===== src/hdl/lcp_local_minimum_clusterer_top_assert.svh =====
// assertion macros shared by the clusterer modules
`ifndef LCP_LOCAL_MINIMUM_CLUSTERER_TOP_ASSERT_SVH
`define LCP_LOCAL_MINIMUM_CLUSTERER_TOP_ASSERT_SVH
`ifndef SYNTH
`define LCP_ASSERT(label, prop) \
   label: assert property (@(posedge clock) disable iff (reset) prop) \
      else $error("lcp assertion failed");
`define LCP_ASSERT_ALWAYS(label, prop) \
   label: assert property (@(posedge clock) prop) \
      else $error("lcp assertion failed");
`else
`define LCP_ASSERT(label, prop)
`define LCP_ASSERT_ALWAYS(label, prop)
`endif
`endif


===== src/hdl/lcp_pkg.sv =====
// shared types and constants of the lcp clusterer
package lcp_pkg;

   localparam int INDEX_BITS_DEF = 40;
   localparam int LCP_BITS_DEF   = 16;
   localparam int CFG_BITS       = 16;
   localparam int LEN_BITS       = 16;
   localparam int CSR_INDEX_BITS = 8;
   localparam int QUEUE_DEPTH    = 4;

   localparam logic [CSR_INDEX_BITS-1:0] REG_MIN_LCP         = 8'd0;
   localparam logic [CSR_INDEX_BITS-1:0] REG_MIN_CLUSTER_LEN = 8'd1;

   localparam logic [CFG_BITS-1:0] MIN_LCP_RESET         = 16'd16;
   localparam logic [CFG_BITS-1:0] MIN_CLUSTER_LEN_RESET = 16'd2;

   typedef struct packed {
      logic [CFG_BITS-1:0] min_lcp;
      logic [CFG_BITS-1:0] min_cluster_len;
   } cfg_type;

   // entry1 is always the last result of its item
   typedef struct packed {
      logic [1:0] push_count;
      logic       entry0_last;
   } push_ctl_type;

endpackage


===== src/hdl/lcp_csr.sv =====
// configuration registers of the lcp clusterer
module lcp_csr (
   input  logic                                 clock,
   input  logic                                 reset,
   input  logic                                 csr_valid,
   output logic                                 csr_ready,
   input  logic [lcp_pkg::CSR_INDEX_BITS-1:0]   csr_index,
   input  logic [lcp_pkg::CFG_BITS-1:0]         csr_wdata,
   output lcp_pkg::cfg_type                     cfg
);
   import lcp_pkg::*;

   cfg_type cfg_ff;
   cfg_type cfg_in;

   assign csr_ready = 1'b1;
   assign cfg       = cfg_ff;

   always_comb begin
      cfg_in = cfg_ff;
      if (csr_valid) begin
         unique case (csr_index)
            REG_MIN_LCP:         cfg_in.min_lcp         = csr_wdata;
            REG_MIN_CLUSTER_LEN: cfg_in.min_cluster_len = csr_wdata;
            default:             cfg_in = cfg_ff;
         endcase
      end
   end

   always_ff @(posedge clock) begin
      if (reset) begin
         cfg_ff.min_lcp         <= MIN_LCP_RESET;
         cfg_ff.min_cluster_len <= MIN_CLUSTER_LEN_RESET;
      end else begin
         cfg_ff <= cfg_in;
      end
   end

endmodule


===== src/hdl/lcp_core.sv =====
// input register, window state and cluster decision logic
`include "lcp_local_minimum_clusterer_top_assert.svh"
module lcp_core #(
   parameter int INDEX_BITS = lcp_pkg::INDEX_BITS_DEF,
   parameter int LCP_BITS   = lcp_pkg::LCP_BITS_DEF
) (
   input  logic                          clock,
   input  logic                          reset,
   input  logic                          req_valid,
   output logic                          req_ready,
   input  logic [LCP_BITS-1:0]           req_lcp_value,
   input  logic                          req_is_last,
   input  lcp_pkg::cfg_type              cfg,
   input  logic                          room_ok,
   output lcp_pkg::push_ctl_type         push,
   output logic [INDEX_BITS-1:0]         entry0_start,
   output logic [lcp_pkg::LEN_BITS-1:0]  entry0_len,
   output logic [INDEX_BITS-1:0]         entry1_start,
   output logic [lcp_pkg::LEN_BITS-1:0]  entry1_len
);
   import lcp_pkg::*;

   localparam int CMP_BITS = (LCP_BITS > CFG_BITS) ? LCP_BITS : CFG_BITS;

   logic                  in_valid_ff, in_valid_in;
   logic [LCP_BITS-1:0]   in_lcp_ff;
   logic                  in_last_ff;
   logic [LCP_BITS-1:0]   older_ff, older_in;
   logic [LCP_BITS-1:0]   newer_ff, newer_in;
   logic [INDEX_BITS-1:0] start_ff, start_in;
   logic                  open_ff, open_in;
   logic [INDEX_BITS-1:0] position_ff, position_in;
   logic [1:0]            fill_ff, fill_in;

   logic                  process;
   logic                  below_min;
   logic                  local_min;
   logic                  close;
   logic                  close_ok;
   logic                  opens;
   logic                  open_now;
   logic [INDEX_BITS-1:0] start_now;
   logic [INDEX_BITS-1:0] close_span;
   logic [INDEX_BITS-1:0] flush_span;
   logic [LEN_BITS-1:0]   close_len;
   logic [LEN_BITS-1:0]   flush_len;
   logic                  flush_ok;

   assign process   = in_valid_ff && room_ok;
   assign req_ready = !in_valid_ff || process;

   always_comb begin
      below_min  = CMP_BITS'(in_lcp_ff) < CMP_BITS'(cfg.min_lcp);
      local_min  = (older_ff > newer_ff) && (newer_ff <= in_lcp_ff);
      // no close test until the window holds two earlier values
      close      = (fill_ff == 2'd2) && open_ff && (local_min || below_min);
      close_span = position_ff - start_ff;
      close_len  = close_span[LEN_BITS-1:0];
      close_ok   = close && (close_len >= cfg.min_cluster_len);
      opens      = !(open_ff && !close) && !below_min;
      open_now   = (open_ff && !close) || opens;
      start_now  = opens ? position_ff : start_ff;
      flush_span = position_ff - start_now + INDEX_BITS'(1);
      flush_len  = flush_span[LEN_BITS-1:0];
      flush_ok   = in_last_ff && open_now && (flush_len >= cfg.min_cluster_len);
   end

   always_comb begin
      push.push_count  = 2'd0;
      push.entry0_last = 1'b1;
      entry0_start     = close_ok ? start_ff : start_now;
      entry0_len       = close_ok ? close_len : flush_len;
      entry1_start     = start_now;
      entry1_len       = flush_len;
      if (process) begin
         push.push_count  = {1'b0, close_ok} + {1'b0, flush_ok};
         push.entry0_last = !(close_ok && flush_ok);
      end
   end

   always_comb begin
      in_valid_in = in_valid_ff;
      older_in    = older_ff;
      newer_in    = newer_ff;
      start_in    = start_ff;
      open_in     = open_ff;
      position_in = position_ff;
      fill_in     = fill_ff;
      if (process) begin
         in_valid_in = 1'b0;
         if (in_last_ff) begin
            older_in    = '0;
            newer_in    = '0;
            start_in    = '0;
            open_in     = 1'b0;
            position_in = '0;
            fill_in     = 2'd0;
         end else begin
            older_in    = newer_ff;
            newer_in    = in_lcp_ff;
            start_in    = start_now;
            open_in     = open_now;
            position_in = position_ff + INDEX_BITS'(1);
            fill_in     = (fill_ff == 2'd2) ? fill_ff : fill_ff + 2'd1;
         end
      end
      if (req_valid && req_ready) begin
         in_valid_in = 1'b1;
      end
   end

   always_ff @(posedge clock) begin
      if (req_valid && req_ready) begin
         in_lcp_ff  <= req_lcp_value;
         in_last_ff <= req_is_last;
      end
   end

   always_ff @(posedge clock) begin
      if (reset) begin
         in_valid_ff <= 1'b0;
         older_ff    <= '0;
         newer_ff    <= '0;
         start_ff    <= '0;
         open_ff     <= 1'b0;
         position_ff <= '0;
         fill_ff     <= 2'd0;
      end else begin
         in_valid_ff <= in_valid_in;
         older_ff    <= older_in;
         newer_ff    <= newer_in;
         start_ff    <= start_in;
         open_ff     <= open_in;
         position_ff <= position_in;
         fill_ff     <= fill_in;
      end
   end

   `LCP_ASSERT(a_two_only_on_last, (push.push_count == 2'd2) |-> in_last_ff)
   `LCP_ASSERT(a_last_clears_stream, (process && in_last_ff) |=> (!open_ff && position_ff == '0 && fill_ff == 2'd0))
   `LCP_ASSERT(a_fill_follows_items, (process && !in_last_ff) |=> (fill_ff != 2'd0))

endmodule


===== src/hdl/lcp_outq.sv =====
// result queue, up to two writes and one read per cycle
`include "lcp_local_minimum_clusterer_top_assert.svh"
module lcp_outq #(
   parameter int INDEX_BITS = lcp_pkg::INDEX_BITS_DEF
) (
   input  logic                          clock,
   input  logic                          reset,
   input  lcp_pkg::push_ctl_type         push,
   input  logic [INDEX_BITS-1:0]         entry0_start,
   input  logic [lcp_pkg::LEN_BITS-1:0]  entry0_len,
   input  logic [INDEX_BITS-1:0]         entry1_start,
   input  logic [lcp_pkg::LEN_BITS-1:0]  entry1_len,
   output logic                          room_ok,
   output logic                          rsp_valid,
   input  logic                          rsp_ready,
   output logic [INDEX_BITS-1:0]         rsp_cluster_start,
   output logic [lcp_pkg::LEN_BITS-1:0]  rsp_cluster_len,
   output logic                          rsp_last_of_run
);
   import lcp_pkg::*;

   localparam int PTR_BITS   = $clog2(QUEUE_DEPTH);
   localparam int COUNT_BITS = $clog2(QUEUE_DEPTH + 1);

   logic [INDEX_BITS-1:0] start_mem [QUEUE_DEPTH];
   logic [LEN_BITS-1:0]   len_mem   [QUEUE_DEPTH];
   logic                  last_mem  [QUEUE_DEPTH];

   logic [PTR_BITS-1:0]   wr_ptr_ff, wr_ptr_in;
   logic [PTR_BITS-1:0]   rd_ptr_ff, rd_ptr_in;
   logic [COUNT_BITS-1:0] count_ff, count_in;
   logic [PTR_BITS-1:0]   wr_ptr_next;
   logic                  pop;

   // worst case of one item is two results
   assign room_ok     = count_ff <= COUNT_BITS'(QUEUE_DEPTH - 2);
   assign rsp_valid   = count_ff != '0;
   assign pop         = rsp_valid && rsp_ready;
   assign wr_ptr_next = wr_ptr_ff + PTR_BITS'(1);

   assign rsp_cluster_start = start_mem[rd_ptr_ff];
   assign rsp_cluster_len   = len_mem[rd_ptr_ff];
   assign rsp_last_of_run   = last_mem[rd_ptr_ff];

   always_comb begin
      wr_ptr_in = wr_ptr_ff + PTR_BITS'(push.push_count);
      rd_ptr_in = pop ? rd_ptr_ff + PTR_BITS'(1) : rd_ptr_ff;
      count_in  = count_ff + COUNT_BITS'(push.push_count) - COUNT_BITS'(pop);
   end

   always_ff @(posedge clock) begin
      if (push.push_count != 2'd0) begin
         start_mem[wr_ptr_ff] <= entry0_start;
         len_mem[wr_ptr_ff]   <= entry0_len;
         last_mem[wr_ptr_ff]  <= push.entry0_last;
      end
      if (push.push_count == 2'd2) begin
         start_mem[wr_ptr_next] <= entry1_start;
         len_mem[wr_ptr_next]   <= entry1_len;
         last_mem[wr_ptr_next]  <= 1'b1;
      end
   end

   always_ff @(posedge clock) begin
      if (reset) begin
         wr_ptr_ff <= '0;
         rd_ptr_ff <= '0;
         count_ff  <= '0;
      end else begin
         wr_ptr_ff <= wr_ptr_in;
         rd_ptr_ff <= rd_ptr_in;
         count_ff  <= count_in;
      end
   end

   `LCP_ASSERT(a_no_overflow, count_ff <= COUNT_BITS'(QUEUE_DEPTH))
   `LCP_ASSERT(a_push_needs_room, (push.push_count != 2'd0) |-> $past(room_ok) || room_ok)
   `LCP_ASSERT_ALWAYS(a_empty_after_reset, $past(reset) |-> (count_ff == '0 && wr_ptr_ff == rd_ptr_ff))

endmodule


===== src/hdl/lcp_local_minimum_clusterer_top.sv =====
// top level of the lcp local-minimum clusterer
//
// req_ channel: one lcp value per suffix-array position, req_is_last on the
// final position of a stream; a transfer needs req_valid and req_ready high.
// rsp_ channel: one cluster per transfer (start index, length modulo 65536);
// rsp_last_of_run marks the final cluster caused by one input item. An item
// causes zero, one or two clusters (a close and the end-of-stream flush).
// csr_ channel: index 0 min_lcp, index 1 min_cluster_len, always ready;
// other indexes are dropped. Write only while the block is idle.
// A cluster reaches rsp_ from the input register of the item that closes
// it by way of the result queue. Throughput: one item per cycle while each
// item causes at most one cluster and rsp_ready stays high; the single rsp_
// port passes one cluster per cycle, so two clusters need two transfers.
// A four-entry result queue sits between the decision logic and rsp_;
// when it holds more than two clusters the input register holds its item
// and req_ready drops, so a stalled receiver backs up into req_.
// Reset (synchronous) empties the queue, clears the stream state and loads
// min_lcp = 16 and min_cluster_len = 2. req_is_last also clears the stream
// state, so a new stream may follow at once.
module lcp_local_minimum_clusterer_top #(
   parameter int INDEX_BITS = lcp_pkg::INDEX_BITS_DEF,
   parameter int LCP_BITS   = lcp_pkg::LCP_BITS_DEF
) (
   input  logic                                clock,
   input  logic                                reset,
   input  logic                                req_valid,
   output logic                                req_ready,
   input  logic [LCP_BITS-1:0]                 req_lcp_value,
   input  logic                                req_is_last,
   output logic                                rsp_valid,
   input  logic                                rsp_ready,
   output logic [INDEX_BITS-1:0]               rsp_cluster_start,
   output logic [lcp_pkg::LEN_BITS-1:0]        rsp_cluster_len,
   output logic                                rsp_last_of_run,
   input  logic                                csr_valid,
   output logic                                csr_ready,
   input  logic [lcp_pkg::CSR_INDEX_BITS-1:0]  csr_index,
   input  logic [lcp_pkg::CFG_BITS-1:0]        csr_wdata
);
   import lcp_pkg::*;

   cfg_type               cfg;
   push_ctl_type          push;
   logic                  room_ok;
   logic [INDEX_BITS-1:0] entry0_start;
   logic [LEN_BITS-1:0]   entry0_len;
   logic [INDEX_BITS-1:0] entry1_start;
   logic [LEN_BITS-1:0]   entry1_len;

   lcp_csr u_csr (
      .clock     (clock),
      .reset     (reset),
      .csr_valid (csr_valid),
      .csr_ready (csr_ready),
      .csr_index (csr_index),
      .csr_wdata (csr_wdata),
      .cfg       (cfg)
   );

   lcp_core #(
      .INDEX_BITS (INDEX_BITS),
      .LCP_BITS   (LCP_BITS)
   ) u_core (
      .clock         (clock),
      .reset         (reset),
      .req_valid     (req_valid),
      .req_ready     (req_ready),
      .req_lcp_value (req_lcp_value),
      .req_is_last   (req_is_last),
      .cfg           (cfg),
      .room_ok       (room_ok),
      .push          (push),
      .entry0_start  (entry0_start),
      .entry0_len    (entry0_len),
      .entry1_start  (entry1_start),
      .entry1_len    (entry1_len)
   );

   lcp_outq #(
      .INDEX_BITS (INDEX_BITS)
   ) u_outq (
      .clock             (clock),
      .reset             (reset),
      .push              (push),
      .entry0_start      (entry0_start),
      .entry0_len        (entry0_len),
      .entry1_start      (entry1_start),
      .entry1_len        (entry1_len),
      .room_ok           (room_ok),
      .rsp_valid         (rsp_valid),
      .rsp_ready         (rsp_ready),
      .rsp_cluster_start (rsp_cluster_start),
      .rsp_cluster_len   (rsp_cluster_len),
      .rsp_last_of_run   (rsp_last_of_run)
   );

endmodule

===== config.mk =====
export PLATFORM = sky130hd
export DESIGN_NAME = lcp_local_minimum_clusterer_top
export DESIGN_NICKNAME = d
export VERILOG_FILES = /design/src/hdl/lcp_pkg.sv /design/src/hdl/lcp_csr.sv /design/src/hdl/lcp_core.sv /design/src/hdl/lcp_outq.sv /design/src/hdl/lcp_local_minimum_clusterer_top.sv
export VERILOG_INCLUDE_DIRS = /design/src /design/src/hdl
export SDC_FILE = /design/constraint.sdc
export NUM_CORES = 1
export LEC_CHECK = 0
export ABC_AREA = 1
export BUFFER_PORTS_ARGS = -buffer_cell sky130_fd_sc_hd__buf_2
export CORE_MARGIN = 8
export CORE_UTILIZATION = 28
export CTS_CLUSTER_DIAMETER = 40
export CTS_CLUSTER_SIZE = 24
export DETAILED_ROUTE_END_ITERATION = 10
export PLACE_DENSITY = 0.48
export SYNTH_ARGS = -nofsm -noshare
export SYNTH_HDL_FRONTEND = slang
export SYNTH_SLANG_ARGS = --single-unit

===== constraint.sdc =====
create_clock -name clock -period 9.3 [get_ports clock]
set_clock_uncertainty 0.2 [all_clocks]
set_input_delay 2.325 -clock clock [delete_from_list [all_inputs] [get_ports clock]]
set_output_delay 2.325 -clock clock [all_outputs]
set_load 0.01 [all_outputs]

==> results.sh <==
export IMPL_status="complete, no violations"
export IMPL_ys_seq_area_share_pct=47.1
export IMPL_startpoint_type="register"
export IMPL_yosys_area_top_type_share_pct=32.6
export IMPL_final_cells=3911
export IMPL_syn_cell_area_mm2=0.0222
export IMPL_tns_ns=0
export IMPL_yosysTopAreaCell="edfxtp_1"
export IMPL_final_hold_viol_count=0
export IMPL_ir_worst_vdd_v=0.000132
export IMPL_cpMostUsedCell="nand2_1"
export IMPL_cpPeakStageDelay_ns=0.52
export IMPL_layout_common_cells="606 x nand2_1, 413 x o21ai_0, 276 x inv_1"
export IMPL_hold_slack_ns=0.253
export IMPL_pin_count=106
export IMPL_syn_inst=2706
export IMPL_cts_buffers=86
export IMPL_worst_r2r_setup_slack_ns=1.02
export IMPL_seq_area_mm2=0.0105
export IMPL_post_route_util_pct=34.2
export IMPL_fin_crit_sh_pct=89.0
export IMPL_track_usage_pct=15.3
export IMPL_vias=18600
export IMPL_antenna_left=0
export IMPL_synth_seq_cells=402
export IMPL_combPwrFrac_pct=22.5
export IMPL_insertion_delay_ns=0.64
export IMPL_worstPathArrival_ns=8.42
export IMPL_power_total_uw=6810
export IMPL_syn_num_nets=2885
export IMPL_drt_total_wl_mm=69.1
export IMPL_power_internal_uw=4620
export IMPL_cts_root_buf="clkbuf_16"
export IMPL_placeableCoreArea_mm2=0.0787
export IMPL_fillers=8181
export IMPL_path_class="reg -> reg"
export IMPL_final_common_cell="nand2_1"
export IMPL_worst_pin_slew_ns=1.15
export IMPL_drv_cap=0
export IMPL_finalCriticalPeriod_ns=8.28
export IMPL_viasPerCell=4.76
export IMPL_cts_setup_buffers=0
export IMPL_dp_hpwl_mm=46.5
export IMPL_ys_top_cells_by_area="edfxtp_1 33%, dfxtp_1 15%, nand2_1 10%"
export IMPL_p_leak_uw=0.0105
export IMPL_critPathCaptureType="register"
export IMPL_rsz0062_at_grt="no"
export IMPL_synth_avg_cell_area_um2=8.21
export IMPL_ys_types=59
export IMPL_drv_slew=0
export IMPL_post_cts_resized=0
export IMPL_cts_hold_fix_buffers=0
export IMPL_firstDrtPassIters=5
export IMPL_dieArea_mm2=0.0886
export IMPL_core_rowCount=103
export IMPL_multi_input_area_mm2=0.0101
export IMPL_die_h_um=298
export IMPL_grt_max_degree=101
export IMPL_netSwitchingPower_uw=2190
export IMPL_start_util_pct=28.2
export IMPL_hold_path_class="reg -> reg"
export IMPL_first_global_vias=18000
export IMPL_slowest_stage="buf_4"
export IMPL_drt_iter0_markers=1121
export IMPL_p_per_area_mw_per_mm2=253
export IMPL_max_freq_mhz=121
export IMPL_overflow=0
export IMPL_drc=0
export IMPL_synth_edf_count=241
export IMPL_setup_violations=0
export IMPL_drt_wirelength_per_cell_um=17.7
export IMPL_swShare_pct=32.2
export IMPL_grt_first_pass_wirelength_mm=107
export IMPL_path_clk_slew_ns=0.05
export IMPL_clk_path_buf_depth=3
export IMPL_synthArstFlopShare_pct=0
export IMPL_p_seq_share_pct=30.5
export IMPL_h_tree_depth=3
export IMPL_tritoncts="built"
export IMPL_port_buffers=104
export IMPL_die_x_um=298
export IMPL_placedCellCount=3750
export IMPL_ys_warn_count=0
export IMPL_relSlewSlack_pct=23.2
export IMPL_required_ns=9.44
export IMPL_pwr_share_clk_pct=47.0
export IMPL_path_max_fanout=59
export IMPL_area_growth_pct=21.1
export IMPL_nets=2967
export IMPL_antenna_found_initial=2
export IMPL_cts_sinks=402
export IMPL_drive_above_1_share_pct=13.1
export IMPL_place_congestion=0.878
export IMPL_synthFlopType="edfxtp_1"
[Yosys cell counts (2+ instances only)]
cell and number:
a211oi_1 9, a21o_1 2, a21oi_1 202, a31oi_1 6
and3_1 2, buf_1 7, buf_2 14, buf_4 3
buf_6 8, clkbuf_1 111, dfxtp_1 161, edfxtp_1 241
fa_1 3, ha_1 130, inv_1 278, mux2i_1 5
nand2_1 610, nand2_2 4, nand2_4 2, nand3_1 50
nand3_2 3, nand3_4 2, nand4_1 7, nor2_1 191
nor2_2 4, nor2_4 4, nor3_1 19, nor3b_1 3
nor4_1 5, o211ai_1 5, o21a_1 9, o21ai_0 414
o21ai_1 36, o21ai_2 47, o22ai_1 57, o31ai_1 2
or2_1 2, or2_2 2, or4_1 2, xnor2_1 6
xor2_1 20
[path summary, 6_finish.rpt]
check                                                       from                           endpoint  cells after the start
worst max register to register     u_core.in_lcp_ff[5]$_DFFE_PP_  u_outq.start_mem[3][34]$_DFFE_PP_                     45
worst min register to register  u_outq.rd_ptr_ff[1]$_SDFFE_PP0P_                           register                      2
worst min-delay path            u_outq.rd_ptr_ff[1]$_SDFFE_PP0P_                           register                      2
worst max-delay path               u_core.in_lcp_ff[5]$_DFFE_PP_  u_outq.start_mem[3][34]$_DFFE_PP_                     45
[layer usage]
layer	up-vias	track usage (%)	part of all wire, %
met1	8614	20.2	46
met2	482	24.9	46
met3	119	3.18	5.8
li1	9392	-	-
met4	2	5.08	2.9
met5	-	0	0.016
[critical path: cells and delay by family (launching register included)]
family          cells  cell delay (ns)
buf+inv             9             1.82
compound gates      8             1.40
simple gates       22             2.58
fa+ha+maj           6             1.52
flops               1             0.41
[logic make-up (layout without fill, tap and decap cells)]
family / count (synthesis) / in the layout / share of synthesized area (%)
XOR/XNOR: 26 / 26 / 1.03
AO/OA/AOI/OAI: 797 / 797 / 19.6
AND/OR/NAND/NOR: 919 / 919 / 16.9
adder cells (fa/ha/maj): 133 / 133 / 7.59
multiplexers: 5 / 5 / 0.225
other: 1 / 2 / 0.0169
flip-flops: 402 / 402 / 47.1
buffers and inverters: 423 / 577 / 7.55
[stage by stage]
stage / setup slack [ns] / instance area (um2)
final: 1.02 / 26900
after global routing: 0.238 / 26900
after CTS: 1.05 / 26900
after detailed placement: 1.09 / 23800
after global placement: 1.18 / 23800
after floorplan: 1.49 / 22200
[power groups by stage]
stage / Sequential (uW) / Combinational, uW / Clock (uW)
final: 2070 / 1530 / 3200
after global routing: 2080 / 1740 / 3350
after CTS: 2080 / 1560 / 3270
after detailed placement: 2110 / 1560 / 0
after global placement: 2110 / 1560 / 0
after floorplan: 2080 / 990 / 0
[state kept, by name, indices dropped and copies added, names as in the netlist, 2 cells and up, named ones only]
signal,count
u_core.start_ff,40
u_outq.last_mem,4
u_csr.cfg,32
u_core.older_ff,16
u_core.fill_ff,2
u_core.in_lcp_ff,16
u_outq.wr_ptr_ff,2
u_outq.rd_ptr_ff,2
u_outq.len_mem,64
u_core.position_ff,40
u_outq.start_mem,160
u_core.newer_ff,16
u_outq.count_ff,3
[area by class of cell]
type	count	share of cell area, %
antenna	1	0.00931
clock inverter	61	2.81
inverter	280	3.91
multi-input combinational	1881	37.7
clock buffer	99	8.57
sequential	402	38.9
tap	1050	4.89
timing repair buffer	137	3.19
(Power assumes the default switching activity.)
